File: src/hw/rtl/abtwa_pkg.sv
// Shared types and constants for the address block table with aging.
// Used by abtwa_cell and address_block_table_with_aging; no dependencies.
`default_nettype none

package abtwa_pkg;

  // table geometry
  localparam int TABLE_ENTRIES = 64;

  // field widths
  localparam int KEY_W   = 32;
  localparam int TIME_W  = 32;
  localparam int LIMIT_W = 16;
  localparam int COUNT_W = 7;

  localparam logic [LIMIT_W-1:0] AGE_LIMIT_RESET = LIMIT_W'(60);
  localparam logic [COUNT_W-1:0] COUNT_MAX       = {COUNT_W{1'b1}};

  typedef enum logic [1:0] {
    CMD_TOUCH  = 2'd0,
    CMD_INSERT = 2'd1,
    CMD_REMOVE = 2'd2,
    CMD_SWEEP  = 2'd3
  } cmd_t;

  typedef enum logic [1:0] {
    ST_OK          = 2'd0,
    ST_NOT_PRESENT = 2'd1,
    ST_FULL        = 2'd2
  } status_t;

  // request held steady for the whole scan
  typedef struct packed {
    cmd_t               cmd;
    logic [KEY_W-1:0]   key;
    logic               blk;
    logic               check;
    logic [TIME_W-1:0]  now;
    logic [LIMIT_W-1:0] limit;
  } req_t;

  // scan token handed from cell to cell
  typedef struct packed {
    logic               active;
    logic               found;
    logic               free_seen;
    logic [COUNT_W-1:0] count;
  } token_t;

endpackage

`default_nettype wire

File: src/hw/rtl/abtwa_cell.sv
// One table slot: address, blocked mark, stamp and valid bit.
// Acts when the scan token passes and hands the token on. Uses abtwa_pkg.
`default_nettype none

module abtwa_cell
  import abtwa_pkg::*;
(
  input  wire logic   clk,
  input  wire logic   rst,
  input  wire req_t   req,
  input  wire logic   commit,
  input  wire token_t token_in,
  output token_t      token_out
);

  logic              valid;
  logic              reserve;
  logic [KEY_W-1:0]  address;
  logic              blocked;
  logic [TIME_W-1:0] stamp;

  logic              match;
  logic              aged;
  logic [TIME_W-1:0] age;
  logic              upd_we;
  logic              fill_we;
  logic              clr;
  logic              reserve_set;
  logic [COUNT_W-1:0] count_inc;
  token_t            token_next;

  // per-slot compare and age check
  always_comb begin
    age         = req.now - stamp;
    match       = valid && (address == req.key);
    aged        = valid && (age >= {{(TIME_W-LIMIT_W){1'b0}}, req.limit});
    upd_we      = token_in.active && match &&
                  ((req.cmd == CMD_TOUCH) || ((req.cmd == CMD_INSERT) && req.check));
    clr         = token_in.active &&
                  (((req.cmd == CMD_REMOVE) && match) || ((req.cmd == CMD_SWEEP) && aged));
    reserve_set = token_in.active && (req.cmd == CMD_INSERT) && !valid &&
                  !token_in.free_seen;
    fill_we     = commit && reserve;
    count_inc   = (token_in.count == COUNT_MAX) ? token_in.count
                                                 : token_in.count + COUNT_W'(1);
  end

  // token update
  always_comb begin
    token_next           = token_in;
    token_next.found     = token_in.found || (match && (req.cmd != CMD_SWEEP));
    token_next.free_seen = token_in.free_seen || reserve_set;
    token_next.count     = clr ? count_inc : token_in.count;
  end

  // control state
  always_ff @(posedge clk) begin
    if (rst) begin
      valid     <= 1'b0;
      reserve   <= 1'b0;
      token_out <= '0;
    end else begin
      token_out <= token_next;
      if (token_in.active) begin
        reserve <= reserve_set;
      end
      if (clr) begin
        valid <= 1'b0;
      end else if (fill_we) begin
        valid <= 1'b1;
      end
    end
  end

  // entry payload
  always_ff @(posedge clk) begin
    if (fill_we) begin
      address <= req.key;
    end
    if (fill_we || upd_we) begin
      blocked <= req.blk;
      stamp   <= req.now;
    end
  end

  // blocked mark is held for the table; not reported by any command
  logic unused_blocked;
  assign unused_blocked = blocked;

endmodule

`default_nettype wire

File: config.mk
export PLATFORM = sky130hd
export DESIGN_NAME = abtwa_cell
export DESIGN_NICKNAME = d
export VERILOG_FILES = /design/src/hw/rtl/abtwa_pkg.sv /design/src/hw/rtl/abtwa_cell.sv
export SDC_FILE = /design/constraint.sdc
export NUM_CORES = 1
export LEC_CHECK = 0
export BUFFER_PORTS_ARGS = -buffer_cell sky130_fd_sc_hd__buf_4
export CAP_MARGIN = 10
export CORE_UTILIZATION = 51
export DETAILED_ROUTE_END_ITERATION = 12
export PLACE_DENSITY = 0.77
export RECOVER_POWER = 25
export SYNTH_ARGS = -nofsm -noshare
export SYNTH_HDL_FRONTEND = slang
export SYNTH_SLANG_ARGS = --single-unit
File: constraint.sdc
create_clock -name clk -period 4.7 [get_ports clk]
set_clock_uncertainty 0.05 [all_clocks]
set_input_delay 0.47 -clock clk [delete_from_list [all_inputs] [get_ports clk]]
set_output_delay 0.47 -clock clk [all_outputs]
set_load 0.02 [all_outputs]
==> key figures <==
Finish
  • Antenna cells: 0
  • Synth-to-layout area growth: 20.2%
  • Fin cells: 841
  • # nets final: between 800 and 900
  • Design area: about 6700 µm²
  • Layout cells sized above 1: 0.183

Synthesis
  • #FFs+latches synth: 76
  • Warnings from Yosys: 0
  • Post-synthesis mux area share: 0.0144
  • Most used DFF post-synth: edfxtp_1
  • Compound-cell area share of the yosys netlist: 0.173
  • Post-Syn Nets: 736
  • Register area share after synthesis: 0.390
  • Post-synth EDFFs: 64
  • Adder-cell area share of the yosys netlist: 0.112
  • Asr flop ratio synth: 0
  • Largest family of logic cells by synthesized area: simple AND/OR/NAND/NOR gates
  • Syn avg cell area: 9.41 µm²
  • Synth unique cells: 72
  • Simple-Gate Fraction of Synth Area: 0.177
  • Netlist Area Pre-Place: between 5000 and 6000 µm²
  • XOR/XNOR Fraction of Synth Area: 0.0805
  • Synth Instances: 590

Power
  • Leak pwr: roughly 2.8 nW
  • Peak VDD IR: about 0.18 mV
  • Sw Ratio: 0.278
  • Clock network power share: 0.344
  • Sequential power share: 0.447
  • Switching pwr: 0.462 mW
  • Power per cell area: 249 nW/µm²
  • Total power: 1.66 mW
  • Internal power: 1.20 mW
  • Combinational share of power: 0.209

Route
  • Vias: 4858
  • DRT antenna net count: 0
  • Wirelength per Cell: roughly 16 µm
  • Drt pass-1 iters: 5
  • Vias/cell: between 5 and 6
  • Initial drt markers: 256
  • # DRC: 0
  • Highest routed layer: met4
  • Post-Route WL: 13.3 mm
  • Met3 routed WL: between 700 and 800 µm
  • M1 WL: 5.92 mm
  • Met2 WL: 6.42 mm

Setup path
  • Reg2reg path depth: 21
  • CP endpoint kind: flop
  • Crit-path cells: ha_2, fa_2, nand2b_4, a21oi_2, nor2_1, nor3_2, nor2_1, o21ai_1, xor2_1, ha_1, a21oi_1, nand2_1, a211oi_2, nand4_1, a2111oi_2, and4b_1, o2111ai_2, nor4_4, buf_4, nor2_1, o21ba_2
  • Slowest stage delay, CP: 0.39 ns
  • Cell with the largest stage delay on the worst path: edfxtp_1
  • RR Endpoint: token_out[6]$_SDFF_PP0_
  • Worst reg2reg path startpoint: stamp[0]$_DFFE_PP_
  • CP arrival: 4.64 ns
  • Worst EP required: 4.91 ns
  • Critical path class: flop to flop
  • CP delay by family, top: simple AND/OR/NAND/NOR gates
  • Critical Path Fanout Max: 8
  • Worst Path Buf+Inv: 1
  • R2R setup slack: 0.27 ns
  • Crit start category: flop
  • Worst path most repeated cell: nor2_1

Place
  • Port Buffers: roughly 110
  • Dpl cells: 825
  • Post-DP HPWL: 10.4 mm
  • Area after DPL: 6520 µm²
  • Pre-CTS setup slack: -0.409 ns
  • Gp weighted congestion: 0.938

Clock network
  • Clock transition at path regs: roughly 0.090 ns
  • Inserted Clock Buffers: 9
  • CTS root buf: clkbuf_8
  • H-Tree Depth: 3
  • Longest Clk Path Bufs: 2
  • CTS tree: built
  • Hold-fix buffers, CTS: 0
  • Clock Latency Late Sink: 0.37 ns
  • CTS Sinks: 76

Floorplan
  • Initial Util: 0.533
  • Core area: between 10000 and 15000 µm²
  • Site row count: 37
  • Die W: 106 µm
  • # IOs: between 100 and 150
  • Die H: 106 µm
  • Die Area: 11300 µm²

STA
  • Final setup fails: 0
  • Final worst-path setup slack: about 0.27 ns
  • F_max: 226 MHz
  • Final Hold Slack: 0.243 ns
  • Final period utilization: 0.943
  • Final hold vios: 0
  • Slew headroom: 0.444
  • Final Max Slew Viols: 0
  • RSZ-0062 raised after global routing: no
  • Clock period minus worst slack: 4.43 ns
  • Worst-Margin Slew: between 0.8 and 0.9 ns

Worst hold path
  • Hold EP: stamp[6]$_DFFE_PP_
  • Hold Path Class: input pin to flop
  • Min-delay src: req[22]
  • WHS Path Cells: 1

Flow run
  • Max Cap Viol: 0

Global routing
  • Largest net degree at the start of global routing: 35
  • Initial antenna violation count: 0
  • Total GRT Usage: 0.238
  • First-pass GRT wire length: 21.3 mm
  • Grt total ovfl: 0
  • Vias in the first global route: 4700

Run status
  • Status: complete, no violations
layer usage:
metal | global-route usage | up-vias
met4 | 0.0883 | 0
met5 | 0 | -
li1 | - | 2381
met2 | 0.409 | 177
met3 | 0.0386 | 24
met1 | 0.301 | 2276
final cells by class:
type | count | area (µm²)
tap | 136 | 170
multi-input combinational | 438 | 3130
fill | 918 | 3750
clock inverter | 7 | 97.6
timing repair buffer | 115 | 758
clock buffer | 9 | 124
inverter | 60 | 225
sequential | 76 | 2160
power by group through the flow:
| stage | Combinational, mW | Sequential [mW] | Clock, mW |
|---|---|---|---|
| CTS | 0.353 | 0.743 | 0.575 |
| detailed placement | 0.347 | 0.758 | 0 |
| global route | 0.383 | 0.744 | 0.604 |
| finish | 0.347 | 0.743 | 0.570 |
| floorplan | 0.203 | 0.764 | 0 |
| global placement | 0.336 | 0.758 | 0 |
what timing repair did:
item                                   CTS  global route
setup endpoints to repair                8             8
buffers inserted                         0             0
endpoints found under the hold margin    0             0
pin swaps                                2             9
resized for setup                        4             6
sequential cells by signal (all words and copies together), names as in the netlist:
name       cells
token_out     10
stamp         32
valid          1
reserve        1
address       32
through the flow:
step / setup TNS [ns] / util
2_1_floorplan: 0 / -
3_3_place_gp: -1.31 / 0.626
5_1_grt: 0 / 0.640
6_report: 0 / 0.640
4_1_cts: 0 / 0.648
3_5_place_dp: -2.88 / 0.626
worst max-delay path by stage:
stage / start / cells after the start / endpoint / slack [ns]
3_5_place_dp: req[16] / 23 / token_out[6]$_SDFF_PP0_ / -0.41
4_1_cts: stamp[0]$_DFFE_PP_ / 21 / token_out[6]$_SDFF_PP0_ / 0.01
2_1_floorplan: req[16] / 21 / token_out[0]$_SDFF_PP0_ / 0.06
3_3_place_gp: req[16] / 23 / token_out[6]$_SDFF_PP0_ / -0.22
6_report: stamp[0]$_DFFE_PP_ / 21 / token_out[6]$_SDFF_PP0_ / 0.27
5_1_grt: stamp[0]$_DFFE_PP_ / 21 / token_out[6]$_SDFF_PP0_ / 0.008
cell usage in the layout (no fill, tap or decap), types with 11 or more instances in the layout:
master	instances
xnor2_1	20
xor2_1	31
edfxtp_1	64
a21oi_1	45
nand2_1	43
buf_4	78
clkbuf_1	28
nand2b_1	12
dfxtp_1	12
nand4_1	15
inv_1	60
nor2_1	46
nand3_1	11
nor3_1	13
nor4_1	12
ha_1	47
o21ai_0	24
cell usage after synthesis, drive strengths merged, types with 4 or more instances:
master	number	area [µm²]
inv	60	225
o21ai	27	135
nor2	47	179
edfxtp	64	1920
xor2	31	272
ha	48	601
o21bai	4	30.0
mux2	5	60.1
nand4	15	93.8
nand3	11	55.1
buf	4	26.3
nor2b	5	31.3
nand2	43	161
xnor2	20	175
a211oi	8	65.1
a21oi	47	235
a21o	8	67.6
nand2b	13	81.3
nor3	15	80.1
o31ai	4	30.0
a31oi	4	25.0
and2	6	37.5
o211ai	9	67.6
nor4	13	96.3
a211o	4	35.0
dfxtp	12	240
clkbuf	12	45.0
cell families after synthesis:
| logic type | Yosys count |
|---|---|
| compound gates | 143 |
| fa+ha+maj | 49 |
| buf+inv | 76 |
| simple gates | 188 |
| flops | 76 |
| xor+xnor | 51 |
| mux | 7 |
(Power assumes the default switching activity.)
